File: src/hdl/tbc_pkg.sv
package tbc_pkg;

   // Command passed from the front to the back through the queue
   typedef enum logic [1:0] {
      CMD_START  = 2'd0,
      CMD_PIXELS = 2'd1,
      CMD_DONE   = 2'd2
   } cmd_kind_type;

   localparam logic ACTION_START = 1'b0;
   localparam logic ACTION_STEP  = 1'b1;

   // Four mirrors per neighbor, seven neighbors per thick pixel
   localparam logic [1:0] MIRROR_LAST   = 2'd3;
   localparam logic [2:0] NEIGHBOR_LAST = 3'd6;

   // Neighbor offsets: (0,0) (+1,0) (0,+1) (+1,+1) (-1,0) (0,-1) (-1,-1)
   function automatic logic [1:0] nb_dx(input logic [2:0] n);
      logic [1:0] d;
      case (n)
         3'd1, 3'd3: d = 2'b01;
         3'd4, 3'd6: d = 2'b11;
         default:    d = 2'b00;
      endcase
      return d;
   endfunction

   function automatic logic [1:0] nb_dy(input logic [2:0] n);
      logic [1:0] d;
      case (n)
         3'd2, 3'd3: d = 2'b01;
         3'd5, 3'd6: d = 2'b11;
         default:    d = 2'b00;
      endcase
      return d;
   endfunction

endpackage

File: src/hdl/tbc_front.sv
module tbc_front #(
   parameter int COORD_WIDTH = 10
) (
   input  logic                     clock,
   input  logic                     reset,
   input  logic                     req_valid,
   output logic                     req_stall,
   input  logic                     req_action,
   input  logic [COORD_WIDTH-1:0]   req_center_x,
   input  logic [COORD_WIDTH-1:0]   req_center_y,
   input  logic [COORD_WIDTH-1:0]   req_radius,
   input  logic [3:0]               req_pen_color,
   output logic                     cmd_valid,
   input  logic                     cmd_stall,
   output tbc_pkg::cmd_kind_type    cmd_kind,
   output logic [COORD_WIDTH-1:0]   cmd_cx,
   output logic [COORD_WIDTH-1:0]   cmd_cy,
   output logic [3:0]               cmd_color,
   output logic [COORD_WIDTH:0]     cmd_x,
   output logic [COORD_WIDTH-1:0]   cmd_y
);

   localparam int DW = COORD_WIDTH + 4;

   logic [COORD_WIDTH-1:0] cx_ff, cx_in;
   logic [COORD_WIDTH-1:0] cy_ff, cy_in;
   logic [3:0]             color_ff, color_in;
   logic [COORD_WIDTH:0]   x_ff, x_in;
   logic [COORD_WIDTH-1:0] y_ff, y_in;
   logic signed [DW-1:0]   dec_ff, dec_in;
   logic                   finished_ff, finished_in;

   logic                   accept;
   logic                   take_y;
   logic                   take_x;
   logic [COORD_WIDTH-1:0] y1;
   logic signed [DW-1:0]   d1;
   logic [COORD_WIDTH:0]   x2;
   logic signed [DW-1:0]   d2;
   logic signed [DW-1:0]   neg_y;

   assign req_stall = cmd_stall;
   assign cmd_valid = req_valid;
   assign accept    = req_valid && !cmd_stall;

   // One midpoint step: y first, then x, on the updated decision value
   always_comb begin
      neg_y  = $signed(DW'(0) - {4'b0, y_ff});
      take_y = dec_ff > neg_y;
      y1     = take_y ? y_ff - COORD_WIDTH'(1) : y_ff;
      d1     = take_y ? $signed(dec_ff + DW'(1) - {3'b0, y1, 1'b0}) : dec_ff;
      take_x = d1 <= $signed({3'b0, x_ff});
      x2     = take_x ? x_ff + (COORD_WIDTH+1)'(1) : x_ff;
      d2     = take_x ? $signed(d1 + DW'(1) + {2'b0, x2, 1'b0}) : d1;
   end

   always_comb begin
      cx_in       = cx_ff;
      cy_in       = cy_ff;
      color_in    = color_ff;
      x_in        = x_ff;
      y_in        = y_ff;
      dec_in      = dec_ff;
      finished_in = finished_ff;
      cmd_cx      = cx_ff;
      cmd_cy      = cy_ff;
      cmd_color   = color_ff;
      cmd_x       = x2;
      cmd_y       = y1;
      if (req_action == tbc_pkg::ACTION_START) begin
         cmd_kind  = tbc_pkg::CMD_START;
         cmd_cx    = req_center_x;
         cmd_cy    = req_center_y;
         cmd_color = req_pen_color;
         cmd_x     = '0;
         cmd_y     = req_radius;
         if (accept) begin
            cx_in       = req_center_x;
            cy_in       = req_center_y;
            color_in    = req_pen_color;
            x_in        = '0;
            y_in        = req_radius;
            dec_in      = $signed(DW'(3) - {3'b0, req_radius, 1'b0});
            finished_in = (req_radius == '0);
         end
      end else if (finished_ff) begin
         cmd_kind = tbc_pkg::CMD_DONE;
      end else if (y1 == '0) begin
         cmd_kind = tbc_pkg::CMD_DONE;
         if (accept) begin
            x_in        = x2;
            y_in        = y1;
            dec_in      = d2;
            finished_in = 1'b1;
         end
      end else begin
         cmd_kind = tbc_pkg::CMD_PIXELS;
         if (accept) begin
            x_in   = x2;
            y_in   = y1;
            dec_in = d2;
         end
      end
   end

   always_ff @(posedge clock) begin
      if (reset) begin
         cx_ff       <= '0;
         cy_ff       <= '0;
         color_ff    <= '0;
         x_ff        <= '0;
         y_ff        <= '0;
         dec_ff      <= '0;
         finished_ff <= 1'b1;
      end else begin
         cx_ff       <= cx_in;
         cy_ff       <= cy_in;
         color_ff    <= color_in;
         x_ff        <= x_in;
         y_ff        <= y_in;
         dec_ff      <= dec_in;
         finished_ff <= finished_in;
      end
   end

endmodule

File: src/hdl/tbc_queue.sv
module tbc_queue #(
   parameter int WIDTH = 8
) (
   input  logic             clock,
   input  logic             reset,
   input  logic             push_valid,
   output logic             push_stall,
   input  logic [WIDTH-1:0] push_data,
   output logic             pop_valid,
   input  logic             pop_stall,
   output logic [WIDTH-1:0] pop_data
);

   logic [WIDTH-1:0] slot0_ff, slot0_in;
   logic [WIDTH-1:0] slot1_ff, slot1_in;
   logic             wr_ptr_ff, wr_ptr_in;
   logic             rd_ptr_ff, rd_ptr_in;
   logic [1:0]       count_ff, count_in;
   logic             push;
   logic             pop;

   assign push_stall = (count_ff == 2'd2);
   assign pop_valid  = (count_ff != 2'd0);
   assign pop_data   = rd_ptr_ff ? slot1_ff : slot0_ff;
   assign push       = push_valid && !push_stall;
   assign pop        = pop_valid && !pop_stall;

   always_comb begin
      slot0_in  = (push && !wr_ptr_ff) ? push_data : slot0_ff;
      slot1_in  = (push &&  wr_ptr_ff) ? push_data : slot1_ff;
      wr_ptr_in = push ? !wr_ptr_ff : wr_ptr_ff;
      rd_ptr_in = pop  ? !rd_ptr_ff : rd_ptr_ff;
      count_in  = count_ff + 2'(push) - 2'(pop);
   end

   always_ff @(posedge clock) begin
      slot0_ff <= slot0_in;
      slot1_ff <= slot1_in;
      if (reset) begin
         wr_ptr_ff <= 1'b0;
         rd_ptr_ff <= 1'b0;
         count_ff  <= 2'd0;
      end else begin
         wr_ptr_ff <= wr_ptr_in;
         rd_ptr_ff <= rd_ptr_in;
         count_ff  <= count_in;
      end
   end

endmodule

File: src/hdl/tbc_back.sv
module tbc_back #(
   parameter int COORD_WIDTH = 10
) (
   input  logic                          clock,
   input  logic                          reset,
   input  logic                          cmd_valid,
   output logic                          cmd_stall,
   input  tbc_pkg::cmd_kind_type         cmd_kind,
   input  logic [COORD_WIDTH-1:0]        cmd_cx,
   input  logic [COORD_WIDTH-1:0]        cmd_cy,
   input  logic [3:0]                    cmd_color,
   input  logic [COORD_WIDTH:0]          cmd_x,
   input  logic [COORD_WIDTH-1:0]        cmd_y,
   output logic                          rsp_valid,
   input  logic                          rsp_stall,
   output logic signed [COORD_WIDTH+1:0] rsp_pixel_x,
   output logic signed [COORD_WIDTH+1:0] rsp_pixel_y,
   output logic [3:0]                    rsp_pixel_color,
   output logic                          rsp_pixel_valid,
   output logic                          rsp_circle_done,
   output logic                          rsp_last
);

   localparam int OW = COORD_WIDTH + 2;

   logic                  busy_ff, busy_in;
   tbc_pkg::cmd_kind_type kind_ff, kind_in;
   logic [COORD_WIDTH-1:0] cx_ff, cx_in;
   logic [COORD_WIDTH-1:0] cy_ff, cy_in;
   logic [3:0]             color_ff, color_in;
   logic [COORD_WIDTH:0]   x_ff, x_in;
   logic [COORD_WIDTH-1:0] y_ff, y_in;
   logic [1:0]             mir_ff, mir_in;
   logic [2:0]             nb_ff, nb_in;

   logic                   out_valid_ff, out_valid_in;
   logic [OW-1:0]          out_x_ff, out_x_in;
   logic [OW-1:0]          out_y_ff, out_y_in;
   logic [3:0]             out_color_ff, out_color_in;
   logic                   out_pix_ff, out_pix_in;
   logic                   out_done_ff, out_done_in;
   logic                   out_last_ff, out_last_in;

   logic                   out_free;
   logic                   fire;
   logic                   beat_last;
   logic                   take;
   logic [OW-1:0]          ext_x;
   logic [OW-1:0]          ext_y;
   logic [OW-1:0]          off_x;
   logic [OW-1:0]          off_y;
   logic [1:0]             dx;
   logic [1:0]             dy;

   assign out_free  = !out_valid_ff || !rsp_stall;
   assign fire      = busy_ff && out_free;
   assign cmd_stall = busy_ff && !(fire && beat_last);
   assign take      = cmd_valid && !cmd_stall;

   assign rsp_valid       = out_valid_ff;
   assign rsp_pixel_x     = $signed(out_x_ff);
   assign rsp_pixel_y     = $signed(out_y_ff);
   assign rsp_pixel_color = out_color_ff;
   assign rsp_pixel_valid = out_pix_ff;
   assign rsp_circle_done = out_done_ff;
   assign rsp_last        = out_last_ff;

   // Pixel offsets of the current beat
   always_comb begin
      ext_x     = {1'b0, x_ff};
      ext_y     = {2'b0, y_ff};
      dx        = 2'b00;
      dy        = 2'b00;
      off_x     = '0;
      off_y     = '0;
      beat_last = 1'b1;
      case (kind_ff)
         tbc_pkg::CMD_START: begin
            // Axis points: below, above, right, left of the center
            if (mir_ff[1]) begin
               off_x = mir_ff[0] ? OW'(0) - ext_y : ext_y;
            end else begin
               off_y = mir_ff[0] ? OW'(0) - ext_y : ext_y;
            end
            beat_last = (mir_ff == tbc_pkg::MIRROR_LAST);
         end
         tbc_pkg::CMD_PIXELS: begin
            off_x     = mir_ff[0] ? OW'(0) - ext_x : ext_x;
            off_y     = (mir_ff[0] ^ mir_ff[1]) ? OW'(0) - ext_y : ext_y;
            dx        = tbc_pkg::nb_dx(nb_ff);
            dy        = tbc_pkg::nb_dy(nb_ff);
            beat_last = (mir_ff == tbc_pkg::MIRROR_LAST) &&
                        (nb_ff == tbc_pkg::NEIGHBOR_LAST);
         end
         default: beat_last = 1'b1;
      endcase
   end

   always_comb begin
      busy_in  = busy_ff;
      kind_in  = kind_ff;
      cx_in    = cx_ff;
      cy_in    = cy_ff;
      color_in = color_ff;
      x_in     = x_ff;
      y_in     = y_ff;
      mir_in   = mir_ff;
      nb_in    = nb_ff;
      if (take) begin
         busy_in  = 1'b1;
         kind_in  = cmd_kind;
         cx_in    = cmd_cx;
         cy_in    = cmd_cy;
         color_in = cmd_color;
         x_in     = cmd_x;
         y_in     = cmd_y;
         mir_in   = '0;
         nb_in    = '0;
      end else if (fire) begin
         mir_in = mir_ff + 2'd1;
         if (mir_ff == tbc_pkg::MIRROR_LAST) begin
            nb_in = nb_ff + 3'd1;
         end
         if (beat_last) begin
            busy_in = 1'b0;
         end
      end
   end

   always_comb begin
      out_valid_in = out_valid_ff && rsp_stall;
      out_x_in     = out_x_ff;
      out_y_in     = out_y_ff;
      out_color_in = out_color_ff;
      out_pix_in   = out_pix_ff;
      out_done_in  = out_done_ff;
      out_last_in  = out_last_ff;
      if (fire) begin
         out_valid_in = 1'b1;
         out_last_in  = beat_last;
         if (kind_ff == tbc_pkg::CMD_DONE) begin
            out_x_in     = '0;
            out_y_in     = '0;
            out_color_in = '0;
            out_pix_in   = 1'b0;
            out_done_in  = 1'b1;
         end else begin
            out_x_in     = {2'b0, cx_ff} + off_x + {{(OW-2){dx[1]}}, dx};
            out_y_in     = {2'b0, cy_ff} + off_y + {{(OW-2){dy[1]}}, dy};
            out_color_in = color_ff;
            out_pix_in   = 1'b1;
            out_done_in  = 1'b0;
         end
      end
   end

   always_ff @(posedge clock) begin
      kind_ff      <= kind_in;
      cx_ff        <= cx_in;
      cy_ff        <= cy_in;
      color_ff     <= color_in;
      x_ff         <= x_in;
      y_ff         <= y_in;
      mir_ff       <= mir_in;
      nb_ff        <= nb_in;
      out_x_ff     <= out_x_in;
      out_y_ff     <= out_y_in;
      out_color_ff <= out_color_in;
      out_pix_ff   <= out_pix_in;
      out_done_ff  <= out_done_in;
      out_last_ff  <= out_last_in;
      if (reset) begin
         busy_ff      <= 1'b0;
         out_valid_ff <= 1'b0;
      end else begin
         busy_ff      <= busy_in;
         out_valid_ff <= out_valid_in;
      end
   end

endmodule

File: src/hdl/thick_bresenham_circle_generator.sv
// A request passes the command queue and the expansion unit's command and output
// registers before its first response. A start gives 4 responses, a step 28, and
// a finished step 1, one per cycle while rsp_stall is low and commands wait.
// Requests enter a two-entry command queue, so up to two wait behind the active one.
// Reset (synchronous, active high): no circle active, queue and output empty.
module thick_bresenham_circle_generator #(
   parameter int COORD_WIDTH = 10
) (
   input  logic                          clock,
   input  logic                          reset,
   input  logic                          req_valid,
   output logic                          req_stall,
   input  logic                          req_action,
   input  logic [COORD_WIDTH-1:0]        req_center_x,
   input  logic [COORD_WIDTH-1:0]        req_center_y,
   input  logic [COORD_WIDTH-1:0]        req_radius,
   input  logic [3:0]                    req_pen_color,
   output logic                          rsp_valid,
   input  logic                          rsp_stall,
   output logic signed [COORD_WIDTH+1:0] rsp_pixel_x,
   output logic signed [COORD_WIDTH+1:0] rsp_pixel_y,
   output logic [3:0]                    rsp_pixel_color,
   output logic                          rsp_pixel_valid,
   output logic                          rsp_circle_done,
   output logic                          rsp_last
);

   // Command word: kind, center x, center y, color, x, y
   localparam int QW = 2 + COORD_WIDTH + COORD_WIDTH + 4 + (COORD_WIDTH + 1) + COORD_WIDTH;

   // Front side: holds the circle state and runs the midpoint recurrence
   logic                   f_valid;
   logic                   f_stall;
   tbc_pkg::cmd_kind_type  f_kind;
   logic [COORD_WIDTH-1:0] f_cx;
   logic [COORD_WIDTH-1:0] f_cy;
   logic [3:0]             f_color;
   logic [COORD_WIDTH:0]   f_x;
   logic [COORD_WIDTH-1:0] f_y;

   // Back side: expands one command into its responses
   logic                   b_valid;
   logic                   b_stall;
   logic [QW-1:0]          b_data;
   tbc_pkg::cmd_kind_type  b_kind;
   logic [COORD_WIDTH-1:0] b_cx;
   logic [COORD_WIDTH-1:0] b_cy;
   logic [3:0]             b_color;
   logic [COORD_WIDTH:0]   b_x;
   logic [COORD_WIDTH-1:0] b_y;

   tbc_front #(
      .COORD_WIDTH (COORD_WIDTH)
   ) u_front (
      .clock         (clock),
      .reset         (reset),
      .req_valid     (req_valid),
      .req_stall     (req_stall),
      .req_action    (req_action),
      .req_center_x  (req_center_x),
      .req_center_y  (req_center_y),
      .req_radius    (req_radius),
      .req_pen_color (req_pen_color),
      .cmd_valid     (f_valid),
      .cmd_stall     (f_stall),
      .cmd_kind      (f_kind),
      .cmd_cx        (f_cx),
      .cmd_cy        (f_cy),
      .cmd_color     (f_color),
      .cmd_x         (f_x),
      .cmd_y         (f_y)
   );

   // Decouple the recurrence from the pixel expansion
   tbc_queue #(
      .WIDTH (QW)
   ) u_queue (
      .clock      (clock),
      .reset      (reset),
      .push_valid (f_valid),
      .push_stall (f_stall),
      .push_data  ({f_kind, f_cx, f_cy, f_color, f_x, f_y}),
      .pop_valid  (b_valid),
      .pop_stall  (b_stall),
      .pop_data   (b_data)
   );

   assign {b_kind, b_cx, b_cy, b_color, b_x, b_y} = b_data;

   tbc_back #(
      .COORD_WIDTH (COORD_WIDTH)
   ) u_back (
      .clock           (clock),
      .reset           (reset),
      .cmd_valid       (b_valid),
      .cmd_stall       (b_stall),
      .cmd_kind        (b_kind),
      .cmd_cx          (b_cx),
      .cmd_cy          (b_cy),
      .cmd_color       (b_color),
      .cmd_x           (b_x),
      .cmd_y           (b_y),
      .rsp_valid       (rsp_valid),
      .rsp_stall       (rsp_stall),
      .rsp_pixel_x     (rsp_pixel_x),
      .rsp_pixel_y     (rsp_pixel_y),
      .rsp_pixel_color (rsp_pixel_color),
      .rsp_pixel_valid (rsp_pixel_valid),
      .rsp_circle_done (rsp_circle_done),
      .rsp_last        (rsp_last)
   );

endmodule

File: config.mk
export PLATFORM = sky130hd
export DESIGN_NAME = thick_bresenham_circle_generator
export DESIGN_NICKNAME = d
export VERILOG_FILES = /design/src/hdl/tbc_pkg.sv /design/src/hdl/tbc_front.sv /design/src/hdl/tbc_queue.sv /design/src/hdl/tbc_back.sv /design/src/hdl/thick_bresenham_circle_generator.sv
export SDC_FILE = /design/constraint.sdc
export NUM_CORES = 1
export LEC_CHECK = 0
export ABC_AREA = 0
export BUFFER_PORTS_ARGS = -buffer_cell sky130_fd_sc_hd__buf_4
export CELL_PAD_IN_SITES_DETAIL_PLACEMENT = 0
export CELL_PAD_IN_SITES_GLOBAL_PLACEMENT = 1
export CORE_ASPECT_RATIO = 2
export CORE_MARGIN = 2
export CORE_UTILIZATION = 53
export DETAILED_ROUTE_END_ITERATION = 7
export PLACE_DENSITY = 0.88
export SLEW_MARGIN = 10
export SYNTH_ARGS = -nofsm -noshare
export SYNTH_HDL_FRONTEND = slang
export SYNTH_SLANG_ARGS = --single-unit
File: constraint.sdc
create_clock -name clock -period 25.7 [get_ports clock]
set_clock_uncertainty 0.05 [all_clocks]
set_input_delay 2.57 -clock clock [delete_from_list [all_inputs] [get_ports clock]]
set_output_delay 2.57 -clock clock [all_outputs]
set_load 0.02 [all_outputs]
==> results.toml <==
[status]
outcome = "finished, final reports clean"

[timing]
setup_viol = 0
setup_tns_ns = 0
maxSlewViolCount = 0
hold_violations = 0
hold_slack_ns = 0.402
max_slew_margin = 0.250
finalCritPeriodShare = 0.405
rsz0062_at_grt = "no"
period_minus_slack_ns = 10.41
fmax_mhz = 96.0
tightest_slew_ns = 1.12

[placement]
hpwlAfterDp_mm = 25.9
globalplace.congestion = 0.982
numPortBuffers = 71

[route]
drt_iter0_drc = 484
routedWlPerCell_microns = 19.4
vias = 10300
drc = 0
first_pass_iters = 5
ant_nets = 0
viasPerCell = 5.76
routed_wl_mm = 34.7

[critical_path]
end_kind = "flip-flop"
critical_path_buf_inv_count = 3
slowest_delay_ns = 0.52
crit_required_ns = 26.02
worst_setup_path_start_kind = "flip-flop"
crit_path_frequent_cell = "ha_1"
crit_fanout = 20
worstSetupPathType = "reg -> reg"
crit_family = "simple AND/OR/NAND/NOR gates"
timing.rr.start = "u_front.y_ff[2]"
cpMaxStageDelayCell = "or4_1"
crit_start = "u_front.y_ff[2]"
crit_arrival_ns = 10.74

[yosys]
synth-main-ff-cell = "edfxtp_1"
synth_nets = 1533
synth_warnings = 0
ys_types = 81
seq_area_frac_synth = 0.462
synth_edf_count = 172
ys_seq_elements = 243
synthesis.instances = 1380
synthArstFlopShare = 0
synth_area_sq_um = 14300
synth.avg_cell_area_sq_um = 10.3

[clock_network]
cts_hold_buf = 0
cts_buffers = 23
clk_latency_ns = 0.53
postCtsSetupRepairBufs = 0
tritoncts = "done"
cts_resized = 0
htree_levels = 1
cts.sink_count = 243
cts_root_buf = "clkbuf_16"
clk_pin_slew_ns = 0.07
clockBufferDepth = 3

[global_routing]
antenna_found_initial = 0
first_global_vias = 10600
grt_pass1_wl_mm = 54.8
track_usage = 0.249
globalRouteOverflowTotal = 0
grt_max_degree = 65

[floorplanning]
ioPinCount = 72
initial_core_util = 0.540
die_h_microns = 236
die_area_sq_um = 28300
die_x_microns = 120
core-area_sq_um = 26400
rows = 84

[min_path]
min_from = "u_front.color_ff[2]"
hold_path.class = "reg -> reg"

[cells_and_area]
fillers = 2243
final_common_cell = "edfxtp_1"
drive_gt1_frac = 0.155
antennaDiodeCount = 0
area_delta_synth_final_pct = 11.1
final_cell_mix = "edfxtp_1, nand2_1, inv_1"
final_util = 0.600
fin_nets = 1581

[flow_run]
drv_cap = 0
layer usage:
layer	wire [microns]	track usage	share of wire	up-vias
li1	-	-	-	4954
met1	11700	0.245	0.34	4947
met2	19100	0.470	0.55	269
met3	1140	0.0218	0.033	133
met4	2770	0.184	0.080	0
met5	0	0	0	-
cell type report:
cell class	instances	area (sq um)	area share
Multi-Input combinational cell	955	6970	0.440
Sequential cell	243	6590	0.416
Timing Repair Buffer	83	623	0.0393
Clock buffer	26	587	0.0371
Inverter	122	458	0.0289
Tap cell	344	430	0.0272
Clock inverter	15	176	0.0111
synth_stat cells, types with 3 or more instances:
cell / n / area [sq um]
dfxtp_1: 71 / 1420
a22oi_1: 15 / 113
o211ai_1: 5 / 37.5
or2_2: 3 / 18.8
xnor2_1: 62 / 543
nor2_1: 100 / 375
a21boi_0: 4 / 30.0
xor2_1: 25 / 219
a21o_1: 18 / 135
edfxtp_1: 172 / 5160
nor2b_1: 14 / 87.6
buf_2: 8 / 40.0
a211oi_1: 10 / 75.1
ha_1: 90 / 1130
mux2_2: 72 / 811
nor3_2: 4 / 40.0
o21bai_1: 6 / 45.0
clkbuf_1: 44 / 165
and2_1: 19 / 119
nor3_1: 27 / 135
buf_1: 4 / 15.0
a211o_1: 6 / 52.6
fa_1: 24 / 480
o31ai_1: 9 / 67.6
nand4b_1: 3 / 26.3
or3_1: 13 / 81.3
nand4_1: 6 / 37.5
nand2_1: 141 / 529
a31oi_1: 6 / 37.5
o21a_1: 6 / 45.0
inv_1: 120 / 450
nand2b_1: 15 / 93.8
o21ai_0: 56 / 280
or4_1: 3 / 22.5
and3_1: 8 / 50.1
buf_6: 3 / 33.8
nand3_1: 15 / 75.1
mux2i_1: 9 / 90.1
a21oi_1: 111 / 556
worst reg2reg max path: cells and delay by family (launching register included):
family	cells	cell delay (ns)
flip-flops	1	0.41
multiplexers	1	0.31
XOR/XNOR	5	0.89
buffers and inverters	3	0.61
AND/OR/NAND/NOR	15	3.22
AO/OA/AOI/OAI	17	3.15
adder cells (fa/ha/maj)	5	1.61
worst paths after layout:
check | to | slack, ns | cells past startpoint
worst max-delay path | u_front.dec_ff[9] | 15.29 | 46
worst min-delay path | u_front.color_ff[2] | 0.40 | 2
worst max register to register | u_front.dec_ff[9] | 15.29 | 46
worst min register to register | u_front.color_ff[2] | 0.40 | 2
flip-flops by register name (all words and copies together) (netlist names), 2 cells and up:
signal	cells
u_back.color_ff	4
u_back.cx_ff	10
u_back.cy_ff	10
u_back.kind_ff	2
u_back.mir_ff	2
u_back.nb_ff	3
u_back.rsp_pixel_color	4
u_back.rsp_pixel_x	12
u_back.rsp_pixel_y	12
u_back.x_ff	11
u_back.y_ff	10
u_front.color_ff	4
u_front.cx_ff	10
u_front.cy_ff	10
u_front.dec_ff	14
u_front.x_ff	11
u_front.y_ff	10
u_queue.count_ff	2
u_queue.slot0_ff	47
u_queue.slot1_ff	47
through the flow:
| stage | cell area [sq um] | cells | setup WS (ns) |
|---|---|---|---|
| after floorplan | 14300 | 1380 | 16.27 |
| after global placement | 15100 | 1747 | 15.61 |
| after detailed placement | 15100 | 1747 | 15.39 |
| after CTS | 15800 | 1788 | 15.35 |
| after global routing | 15800 | 1788 | 14.49 |
| final | 15800 | 1788 | 15.29 |
kinds of logic (layout without fill, tap and decap cells):
family,after synthesis,count (layout),share of synthesized area
and+or+nand+nor,384,384,0.128
AOI/OAI and AO/OA,285,285,0.127
DFF,243,243,0.462
buffers and inverters,182,246,0.0505
adders and majority gates,115,115,0.114
xor gates and xnor gates,88,88,0.0546
muxes,83,83,0.0650
Power is left out: the tool's default activity adds up to more than one toggle a clock period on the data nets, which glitch-free logic cannot reach.
